## config.mk

```make
export PLATFORM = sky130hd
export DESIGN_NAME = h264_fua_rtp_fragmenter_flat
export DESIGN_NICKNAME = d
export VERILOG_FILES = /design/src/fua_pkg.sv /design/src/fua_if.sv /design/src/h264_fua_rtp_fragmenter.sv /design/src/fua_front.sv /design/src/fua_queue.sv /design/src/fua_back.sv /design/src/flat_wrapper.sv
export SDC_FILE = /design/constraint.sdc
export NUM_CORES = 1
export LEC_CHECK = 0
export BUFFER_PORTS_ARGS = -buffer_cell sky130_fd_sc_hd__buf_2
export CORE_MARGIN = 8
export CORE_UTILIZATION = 47
export CTS_CLUSTER_DIAMETER = 50
export DETAILED_ROUTE_END_ITERATION = 6
export PLACE_DENSITY = 0.65
export SLEW_MARGIN = 40
export SYNTH_ARGS = -nofsm -noshare
export SYNTH_HDL_FRONTEND = slang
export SYNTH_SLANG_ARGS = --single-unit
```

## constraint.sdc

```tcl
create_clock -name clk -period 8.05 [get_ports clk]
set_input_delay 0.805 -clock clk [delete_from_list [all_inputs] [get_ports clk]]
set_output_delay 0.805 -clock clk [all_outputs]
set_load 0.02 [all_outputs]
```

## src/fua_pkg.sv

```systemverilog
// Shared types and constants for the H.264 FU-A fragmenter.
`default_nettype none

package fua_pkg;

  typedef enum logic {
    OP_NEW   = 1'b0,
    OP_FLUSH = 1'b1
  } op_t;

  localparam logic [15:0] MAX_PAYLOAD_RESET = 16'd1400;
  localparam logic [4:0]  FU_A_TYPE         = 5'd28;
  localparam logic [7:0]  S_BIT             = 8'h80;
  localparam logic [7:0]  E_BIT             = 8'h40;
  localparam int          QUEUE_DEPTH       = 2;

  // One NAL waiting to be packetised
  typedef struct packed {
    logic [7:0]  header;
    logic [15:0] length;
    logic [31:0] timestamp;
    logic        mark;
  } job_t;

  typedef struct packed {
    logic en;
    job_t job;
  } q_wr_t;

  typedef struct packed {
    logic valid;
    job_t job;
  } q_rd_t;

endpackage

`default_nettype wire

```

## src/fua_if.sv

```systemverilog
// Stream interfaces for NAL descriptors in and packet descriptors out.
`default_nettype none

interface fua_in_if;
  logic        valid;
  logic        ready;
  logic        op;
  logic [7:0]  nal_header;
  logic [15:0] nal_length;
  logic [31:0] rtp_time;

  modport source (output valid, op, nal_header, nal_length, rtp_time, input ready);
  modport sink   (input valid, op, nal_header, nal_length, rtp_time, output ready);
endinterface

interface fua_out_if;
  logic        valid;
  logic        ready;
  logic        is_fragment;
  logic [7:0]  fu_indicator;
  logic [7:0]  fu_header;
  logic [15:0] source_offset;
  logic [16:0] packet_length;
  logic [31:0] packet_time;
  logic        marker;
  logic        last_of_run;

  modport source (output valid, is_fragment, fu_indicator, fu_header, source_offset,
                  packet_length, packet_time, marker, last_of_run, input ready);
  modport sink   (input valid, is_fragment, fu_indicator, fu_header, source_offset,
                  packet_length, packet_time, marker, last_of_run, output ready);
endinterface

`default_nettype wire

```

## src/h264_fua_rtp_fragmenter.sv

```systemverilog
// H.264 FU-A RTP fragmenter top level: config register, front, queue, back.
// A held NAL is released as a job when the next descriptor or a flush is
//   transferred; the back end registers the job and, for a fragmented NAL,
//   works out the stride (reciprocal multiply, then clamp) before it emits.
// Throughput: fragments leave one a cycle while out_ch is ready, at most
//   MAX_FRAGMENTS per NAL; the back end takes a new job only after its run.
// Reset (rst, synchronous): empties the hold and queue, max_payload to 1400.
`default_nettype none

module h264_fua_rtp_fragmenter #(
  parameter int MAX_FRAGMENTS = 64
) (
  input  wire logic        clk,
  input  wire logic        rst,
  input  wire logic        cfg_wr_en,
  input  wire logic [15:0] cfg_wr_data,
  fua_in_if.sink           in_ch,
  fua_out_if.source        out_ch
);
  import fua_pkg::*;

  // Stride register; the user must write it only while the block is idle, which the block does not enforce
  logic [15:0] max_payload;

  // Front -> queue -> back plumbing
  q_wr_t q_wr;
  q_rd_t q_rd;
  logic  q_full;
  logic  pop;

  always_ff @(posedge clk) begin
    if (rst) begin
      max_payload <= MAX_PAYLOAD_RESET;
    end else if (cfg_wr_en) begin
      max_payload <= cfg_wr_data;
    end
  end

  // Front: keeps one NAL back so the marker can be decided from its successor
  fua_front u_front (
    .clk    (clk),
    .rst    (rst),
    .in_ch  (in_ch),
    .q_full (q_full),
    .q_wr   (q_wr)
  );

  // Two-entry queue so descriptors keep flowing while a long run is emitted
  fua_queue u_queue (
    .clk    (clk),
    .rst    (rst),
    .q_wr   (q_wr),
    .q_full (q_full),
    .pop    (pop),
    .q_rd   (q_rd)
  );

  // Back: stride for fragments, then one packet per transfer from a registered output
  fua_back #(
    .MAX_FRAGMENTS (MAX_FRAGMENTS)
  ) u_back (
    .clk         (clk),
    .rst         (rst),
    .max_payload (max_payload),
    .q_rd        (q_rd),
    .pop         (pop),
    .out_ch      (out_ch)
  );

endmodule

`default_nettype wire

```

## src/fua_front.sv

```systemverilog
// Front end: holds the last NAL descriptor and releases it as a job.
`default_nettype none

module fua_front (
  input  wire logic       clk,
  input  wire logic       rst,
  fua_in_if.sink          in_ch,
  input  wire logic       q_full,
  output fua_pkg::q_wr_t  q_wr
);
  import fua_pkg::*;

  logic        held_valid;
  logic [7:0]  held_header;
  logic [15:0] held_length;
  logic [31:0] held_timestamp;
  logic        in_xfer;

  assign in_ch.ready = !q_full;
  assign in_xfer     = in_ch.valid && in_ch.ready;

  always_comb begin
    q_wr.en            = in_xfer && held_valid;
    q_wr.job.header    = held_header;
    q_wr.job.length    = held_length;
    q_wr.job.timestamp = held_timestamp;
    // end of access unit when the timestamp moves on; never on flush
    q_wr.job.mark      = (op_t'(in_ch.op) == OP_NEW) && (in_ch.rtp_time != held_timestamp);
  end

  always_ff @(posedge clk) begin
    if (rst) begin
      held_valid     <= 1'b0;
      held_header    <= '0;
      held_length    <= '0;
      held_timestamp <= '0;
    end else if (in_xfer) begin
      unique case (op_t'(in_ch.op))
        OP_FLUSH: begin
          held_valid     <= 1'b0;
          held_header    <= '0;
          held_length    <= '0;
          held_timestamp <= '0;
        end
        OP_NEW: begin
          held_valid     <= 1'b1;
          held_header    <= in_ch.nal_header;
          held_length    <= in_ch.nal_length;
          held_timestamp <= in_ch.rtp_time;
        end
        default: ;
      endcase
    end
  end

  a_flush_empties: assert property (@(posedge clk) disable iff (rst)
    in_xfer && (op_t'(in_ch.op) == OP_FLUSH) |=> !held_valid && (held_length == '0))
    else $error("hold not emptied after flush");

endmodule

`default_nettype wire

```

## src/fua_queue.sv

```systemverilog
// Short job queue between the front and back ends.
`default_nettype none

module fua_queue (
  input  wire logic       clk,
  input  wire logic       rst,
  input  wire fua_pkg::q_wr_t q_wr,
  output logic            q_full,
  input  wire logic       pop,
  output fua_pkg::q_rd_t  q_rd
);
  import fua_pkg::*;

  localparam int PTR_W = (QUEUE_DEPTH > 1) ? $clog2(QUEUE_DEPTH) : 1;
  localparam int CNT_W = $clog2(QUEUE_DEPTH + 1);

  job_t             slots [QUEUE_DEPTH];
  logic [PTR_W-1:0] wr_ptr;
  logic [PTR_W-1:0] rd_ptr;
  logic [CNT_W-1:0] count;
  logic             do_push;
  logic             do_pop;

  assign q_full    = (count == CNT_W'(QUEUE_DEPTH));
  assign q_rd.valid = (count != '0);
  assign q_rd.job   = slots[rd_ptr];
  assign do_push   = q_wr.en && !q_full;
  assign do_pop    = pop && q_rd.valid;

  always_ff @(posedge clk) begin
    if (do_push) begin
      slots[wr_ptr] <= q_wr.job;
    end
  end

  always_ff @(posedge clk) begin
    if (rst) begin
      wr_ptr <= '0;
      rd_ptr <= '0;
      count  <= '0;
    end else begin
      if (do_push) begin
        wr_ptr <= (wr_ptr == PTR_W'(QUEUE_DEPTH - 1)) ? '0 : wr_ptr + 1'b1;
      end
      if (do_pop) begin
        rd_ptr <= (rd_ptr == PTR_W'(QUEUE_DEPTH - 1)) ? '0 : rd_ptr + 1'b1;
      end
      if (do_push && !do_pop) begin
        count <= count + 1'b1;
      end else if (do_pop && !do_push) begin
        count <= count - 1'b1;
      end
    end
  end

  a_no_overflow: assert property (@(posedge clk) disable iff (rst)
    q_wr.en |-> !q_full)
    else $error("job pushed into full queue");

  a_count_step: assert property (@(posedge clk) disable iff (rst)
    do_push && !do_pop |=> count == $past(count) + 1'b1)
    else $error("queue count out of step");

endmodule

`default_nettype wire

```

## src/fua_back.sv

```systemverilog
// Back end: turns one job into a single packet or a run of FU-A fragments.
`default_nettype none

module fua_back #(
  parameter int MAX_FRAGMENTS = 64
) (
  input  wire logic        clk,
  input  wire logic        rst,
  input  wire logic [15:0] max_payload,
  input  wire fua_pkg::q_rd_t q_rd,
  output logic             pop,
  fua_out_if.source        out_ch
);
  import fua_pkg::*;

  localparam int DIV_K   = 17;
  localparam int DIV_L   = $clog2(MAX_FRAGMENTS);
  localparam int DIV_S   = DIV_K + DIV_L;
  localparam int RECIP_W = DIV_K + 2;
  localparam int PROD_W  = DIV_S + 16;
  localparam int FC_W    = $clog2(MAX_FRAGMENTS);
  // ceil(2^S / N): exact floor division by N for any 17-bit dividend
  localparam logic [RECIP_W-1:0] RECIP =
    RECIP_W'(((2 ** DIV_S) + MAX_FRAGMENTS - 1) / MAX_FRAGMENTS);

  typedef enum logic [1:0] {
    ST_IDLE,
    ST_DIV,
    ST_STRIDE,
    ST_EMIT
  } state_t;

  state_t            state;
  job_t              job;
  logic              single;
  logic [15:0]       stride;
  logic [15:0]       off;
  logic [16:0]       dq;
  logic [15:0]       min_stride;
  logic [FC_W-1:0]   frag_cnt;
  logic              out_valid;

  logic              slot_free;
  logic              emit_now;
  logic              head_single;
  logic [PROD_W-1:0] prod;
  logic [16:0]       end_sum;
  logic              first;
  logic              last;
  logic [15:0]       plen;

  assign slot_free    = !out_valid || out_ch.ready;
  assign emit_now     = (state == ST_EMIT) && slot_free;
  assign out_ch.valid = out_valid;
  assign pop          = (state == ST_IDLE) && q_rd.valid;
  assign head_single  = (q_rd.job.length <= max_payload) || (q_rd.job.length <= 16'd1);

  // (len + N - 1) / N by reciprocal multiplication
  assign prod = {{(PROD_W-17){1'b0}}, dq} * {{(PROD_W-RECIP_W){1'b0}}, RECIP};

  assign end_sum = {1'b0, off} + {1'b0, stride};
  assign first   = (off == '0);
  assign last    = (end_sum >= {1'b0, job.length});
  assign plen    = last ? (job.length - off) : (stride - {15'd0, first});

  always_ff @(posedge clk) begin
    if (rst) begin
      state     <= ST_IDLE;
      out_valid <= 1'b0;
      single    <= 1'b0;
      frag_cnt  <= '0;
    end else begin
      out_valid <= emit_now || (out_valid && !out_ch.ready);
      unique case (state)
        ST_IDLE: begin
          if (q_rd.valid) begin
            job      <= q_rd.job;
            single   <= head_single;
            off      <= '0;
            frag_cnt <= '0;
            dq       <= {1'b0, q_rd.job.length} + 17'(MAX_FRAGMENTS - 1);
            state    <= head_single ? ST_EMIT : ST_DIV;
          end
        end
        ST_DIV: begin
          min_stride <= prod[DIV_S +: 16];
          state      <= ST_STRIDE;
        end
        ST_STRIDE: begin
          stride <= (max_payload < min_stride) ? min_stride : max_payload;
          state  <= ST_EMIT;
        end
        ST_EMIT: begin
          if (slot_free) begin
            out_ch.packet_time <= job.timestamp;
            if (single) begin
              out_ch.is_fragment   <= 1'b0;
              out_ch.fu_indicator  <= '0;
              out_ch.fu_header     <= '0;
              out_ch.source_offset <= '0;
              out_ch.packet_length <= {1'b0, job.length};
              out_ch.marker        <= job.mark;
              out_ch.last_of_run   <= 1'b1;
              state                <= ST_IDLE;
            end else begin
              out_ch.is_fragment   <= 1'b1;
              out_ch.fu_indicator  <= {job.header[7:5], FU_A_TYPE};
              out_ch.fu_header     <= (first ? S_BIT : (last ? E_BIT : 8'h00))
                                      | {3'b000, job.header[4:0]};
              out_ch.source_offset <= first ? 16'd1 : off;
              out_ch.packet_length <= {1'b0, plen} + 17'd2;
              out_ch.marker        <= last && job.mark;
              out_ch.last_of_run   <= last;
              if (last) begin
                state <= ST_IDLE;
              end else begin
                off      <= end_sum[15:0];
                frag_cnt <= frag_cnt + 1'b1;
              end
            end
          end
        end
        default: state <= ST_IDLE;
      endcase
    end
  end

  a_frag_bound: assert property (@(posedge clk) disable iff (rst)
    (state == ST_EMIT) && !single && slot_free && (frag_cnt == FC_W'(MAX_FRAGMENTS - 1))
    |-> last)
    else $error("fragment run exceeds limit");

  a_off_in_nal: assert property (@(posedge clk) disable iff (rst)
    (state == ST_EMIT) && !single |-> off < job.length)
    else $error("fragment offset past end of NAL");

  a_no_pop_busy: assert property (@(posedge clk) disable iff (rst)
    pop |=> state != ST_IDLE)
    else $error("job taken without starting work");

endmodule

`default_nettype wire

```

## src/flat_wrapper.sv

```systemverilog
// flat-port wrapper written by rule: the top's interface ports become plain ports
module h264_fua_rtp_fragmenter_flat import fua_pkg::*;
#(
  parameter int MAX_FRAGMENTS = 64
)
  (clk, rst, cfg_wr_en, cfg_wr_data, in_ch_valid, in_ch_op, in_ch_nal_header, in_ch_nal_length, in_ch_rtp_time, in_ch_ready, out_ch_valid, out_ch_is_fragment, out_ch_fu_indicator, out_ch_fu_header, out_ch_source_offset, out_ch_packet_length, out_ch_packet_time, out_ch_marker, out_ch_last_of_run, out_ch_ready);
  fua_in_if in_ch_i ();
  fua_out_if out_ch_i ();
  input  wire logic clk;
  input  wire logic rst;
  input  wire logic cfg_wr_en;
  input  wire logic [15:0] cfg_wr_data;
  input wire logic [$bits(in_ch_i.valid)-1:0] in_ch_valid;
  input wire logic [$bits(in_ch_i.op)-1:0] in_ch_op;
  input wire logic [$bits(in_ch_i.nal_header)-1:0] in_ch_nal_header;
  input wire logic [$bits(in_ch_i.nal_length)-1:0] in_ch_nal_length;
  input wire logic [$bits(in_ch_i.rtp_time)-1:0] in_ch_rtp_time;
  output wire logic [$bits(in_ch_i.ready)-1:0] in_ch_ready;
  output wire logic [$bits(out_ch_i.valid)-1:0] out_ch_valid;
  output wire logic [$bits(out_ch_i.is_fragment)-1:0] out_ch_is_fragment;
  output wire logic [$bits(out_ch_i.fu_indicator)-1:0] out_ch_fu_indicator;
  output wire logic [$bits(out_ch_i.fu_header)-1:0] out_ch_fu_header;
  output wire logic [$bits(out_ch_i.source_offset)-1:0] out_ch_source_offset;
  output wire logic [$bits(out_ch_i.packet_length)-1:0] out_ch_packet_length;
  output wire logic [$bits(out_ch_i.packet_time)-1:0] out_ch_packet_time;
  output wire logic [$bits(out_ch_i.marker)-1:0] out_ch_marker;
  output wire logic [$bits(out_ch_i.last_of_run)-1:0] out_ch_last_of_run;
  input wire logic [$bits(out_ch_i.ready)-1:0] out_ch_ready;
  assign in_ch_i.valid = in_ch_valid;
  assign in_ch_i.op = in_ch_op;
  assign in_ch_i.nal_header = in_ch_nal_header;
  assign in_ch_i.nal_length = in_ch_nal_length;
  assign in_ch_i.rtp_time = in_ch_rtp_time;
  assign in_ch_ready = in_ch_i.ready;
  assign out_ch_valid = out_ch_i.valid;
  assign out_ch_is_fragment = out_ch_i.is_fragment;
  assign out_ch_fu_indicator = out_ch_i.fu_indicator;
  assign out_ch_fu_header = out_ch_i.fu_header;
  assign out_ch_source_offset = out_ch_i.source_offset;
  assign out_ch_packet_length = out_ch_i.packet_length;
  assign out_ch_packet_time = out_ch_i.packet_time;
  assign out_ch_marker = out_ch_i.marker;
  assign out_ch_last_of_run = out_ch_i.last_of_run;
  assign out_ch_i.ready = out_ch_ready;
  h264_fua_rtp_fragmenter #(.MAX_FRAGMENTS(MAX_FRAGMENTS)) u_core (.clk(clk), .rst(rst), .cfg_wr_en(cfg_wr_en), .cfg_wr_data(cfg_wr_data), .in_ch(in_ch_i), .out_ch(out_ch_i));
endmodule
```

==> out/qor_table.md <==
| Item | Value |
|:---|:---|
| Maximum clock skew at final layout | 0.00907 ns |
| ANT nets after route | 0 |
| Final Hold Violating Endpoints | 0 |
| Horizontal extent of the die | 210 um |
| Maximum clock rate | 144 MHz |
| Count of hold-fix buffers inserted at cts | 0 |
| Crit. End Element | flop |
| Mean cell area of the mapped netlist | 12.5 um2 |
| Peak supply drop | 141 uV |
| Distinct cells, synth | 70 |
| Final period demand of the worst path | 6.93 ns |
| Total clock buffers created by CTS | 43 |
| Final GP Congestion | 0.887 |
| Number of flops mapped to enable cells by yosys | 303 |
| Pin count of the biggest net entering global routing | 79 |
| Met2 usage | 0.289 |
| Sequential area share after synthesis | 0.607 |
| Post-CTS Setup Repair Bufs | 0 |
| Via count of the first global-routing pass | 11,300 |
| Layout net count | 1,739 |
| Depth of the CTS H-tree | 2 |
| Max-cap violations | 0 |
| Power Dens Cells | 311 mW/mm2 |
| Category of the worst setup path launch point | flop |
| Global routing's busiest layer | met2 |
| Growth of design area from synthesis to finish | 15.3% |
| Transition at the pin with the smallest max-transition slack | 0.801 ns |
| Result of the run | finished, final reports clean |
| Setup repair after global routing missed its margin | false |
| Layout cells sized above 1 | 0.193 |
| Max-slew violation count | 0 |
| Most common cell after layout, fill and taps aside | edfxtp_1 |
| Vias post-DR | 11,400 |
| WS Path Type | reg -> reg |
| Global-route met1 utilization | 0.253 |
| Number of input and output port buffers inserted | 160 |
| GRT Overall Usage | 0.183 |
| Number of gates given a new drive strength after cts | 0 |
| Critical Path Fanout Max | 19 |
| Boundary pin count | 164 |
| HPWL after DPL | 29,300 um |
| Area inside the core boundary | 0.0374 mm2 |
| Warnings from Yosys | 0 |
| Clock-pin slew on the worst setup and hold paths | 0.06 ns |
| Synthesis-stage register bit count | 385 |
| Most used cell along the critical path | ha_1 |
| Placement Rows | 71 |
| Number of antenna violations at the first check in global routing | 1 |
| Setup violators final | 0 |
| WP data arrival | 7.23 ns |
| Relative max-transition margin | 0.466 |
| Cell depth of the worst flop-to-flop path | 26 |
| Fraction of synthesis flops using an asynchronous set or reset pin | 0 |
| Total die area | 0.0441 mm2 |
| Clk Latency, worst-skew pair | 0.55 ns |
| Height of the die | 210 um |
| Setup TNS | 0 ns |
| Initial DRC Count | 687 |
| Clock Tree Root | clkbuf_16 |
| Most frequent cells in the layout | 303 x edfxtp_1, 160 x buf_2, 116 x nor2_1, 90 x a21oi_1, 82 x inv_1 |
| Leakage dissipation | 7.68 nW |
| Final routed wire length divided by cell count | 19.2 um |
| Standard cell with the maximum stage delay on the critical path | a2111oi_0 |
| Initial core utilization | 0.473 |
| TritonCTS clock tree | built |
| Netlist area before placement | 0.0177 mm2 |
| Clock sink count | 385 |
| Global-route wire length before repair | 63,400 um |
| Critical Path RT | 8.35 ns |
| Number of buffers on the longest clock path | 3 |
| Finished Layout Cells | 2,122 |
| Routed Wire Length | 40,700 um |
| Number of cells in the design after placement | 2,043 |
| Initial DRT Pass Iterations | 5 |
| Post-DR vias/cell | 5.36 |
| Final cycle utilization of the critical path | 0.860 |
| Number of cells on the worst hold path | 0 |
| Post-detailed-route DRC marker count | 0 |
| Primary flip-flop cell chosen by synthesis mapping | edfxtp_1 |
| Type of the most critical hold path | reg -> reg |
| Slowest Stage Delay on Critical Path | 0.54 ns |
| Gate Count Post-Synth | 1,419 |
| Aggregate global routing overflow | 0 |
| Met3 Usage GRT | 0.0374 |
## metal layers
metal / vias up / part of all wire / wire [um]
met4: 0 / 0.024 / 968
met2: 276 / 0.45 / 18400
met3: 63 / 0.055 / 2240
met1: 5514 / 0.47 / 19100
li1: 5517 / - / -
met5: - / 0 / 0
## synthesized netlist by cell type (all sizes together), types with 4 or more instances
cell type,instances,area [um2]
nand2b,8,50.1
ha,81,1010
and2,18,113
nor3b,61,463
nand2,57,214
clkbuf,52,195
a21o,15,113
edfxtp,303,9100
o211ai,8,60.1
a31oi,12,81.3
mux2i,31,310
buf,10,62.6
a2111oi,4,35.0
a211o,4,35.0
o31a,6,52.6
xnor2,70,613
nand3,16,80.1
and3,7,43.8
o2111ai,4,35.0
o21a,16,120
xor2,20,175
nand4,19,119
or2,4,25.0
o31ai,7,52.6
nor4,12,75.1
a211oi,9,67.6
o21ai,31,155
nor2b,22,138
dfxtp,82,1640
nor2,119,449
nor3,34,175
inv,82,308
a21oi,92,475
o21bai,4,30.0
or3,6,37.5
mux2,56,631
## area by class of cell
cell class	count	area, um2
well taps	511	639
inverters	82	308
flip-flops and latches	385	10700
clock inverters	20	206
multi-input cells	892	6430
repair buffers	174	926
fillers	3182	17000
diodes	1	2.50
clock buffers	57	1140
## sequential cells by signal (all words and copies together) (netlist names), 2 cells and up, named ones only
signal / count
u_core.u_back.out_ch.packet_length: 17
u_core.u_back.off: 16
u_core.u_queue.count: 2
u_core.u_queue.slots: 114
u_core.u_front.held_length: 16
u_core.u_back.min_stride: 11
u_core.u_back.dq: 11
u_core.u_back.stride: 16
u_core.u_back.out_ch.fu_header: 7
u_core.u_back.out_ch.packet_time: 32
u_core.u_back.out_ch.source_offset: 16
u_core.u_back.state: 2
u_core.u_front.held_header: 8
u_core.u_front.held_timestamp: 32
u_core.max_payload: 16
u_core.u_back.out_ch.fu_indicator: 4
u_core.u_back.job: 57
## logic make-up (layout without fill, tap and decap cells)
| group | count (synthesis) | after routing | share of synthesized area |
|---|---|---|---|
| buf+inv | 144 | 333 | 0.0320 |
| other cells | 1 | 4 | 0.000212 |
| fa+ha+maj | 83 | 83 | 0.0596 |
| xor+xnor | 90 | 90 | 0.0446 |
| flops | 385 | 385 | 0.607 |
| compound gates | 230 | 230 | 0.0831 |
| simple gates | 399 | 399 | 0.120 |
| mux | 87 | 87 | 0.0532 |
## worst max-delay path, delay by kind of cell (launching register included)
kind	cells	cell delay, ns
adder cells (fa/ha/maj)	3	0.93
multiplexers	1	0.42
AND/OR/NAND/NOR	7	1.15
XOR/XNOR	2	0.32
AO/OA/AOI/OAI	13	3.36
flip-flops	1	0.47
## power breakdown
group / switching [mW] / internal [mW]
clock: 0.768 / 1.10
combinational: 1.11 / 0.737
sequential: 0.148 / 2.48
total: 2.02 / 4.31
## per-stage QoR
step / setup WS (ns) / hold WS (ns) / utilization / cell area [um2] / power [mW]
6_report: 1.12 / 0.412 / 0.545 / 20400 / 6.34
2_1_floorplan: 0.503 / 0.400 / - / 17700 / 3.99
5_1_grt: 0.494 / 0.422 / 0.545 / 20400 / 6.69
3_3_place_gp: 1.50 / 0.401 / 0.508 / 19000 / 4.45
4_1_cts: 1.21 / 0.413 / 0.544 / 20400 / 6.37
3_5_place_dp: 1.21 / 0.405 / 0.508 / 19000 / 4.49
## final timing paths
check	end	slack (ns)	from
max	u_core.u_back.out_ch.packet_length[9]	1.12	u_core.u_back.stride[1]
min	u_core.u_back.min_stride[6]	0.41	u_core.u_back.dq[12]
max reg2reg	u_core.u_back.out_ch.packet_length[9]	1.12	u_core.u_back.stride[1]
min reg2reg	u_core.u_back.min_stride[6]	0.41	u_core.u_back.dq[12]
Power figures use the tool's default switching activity.
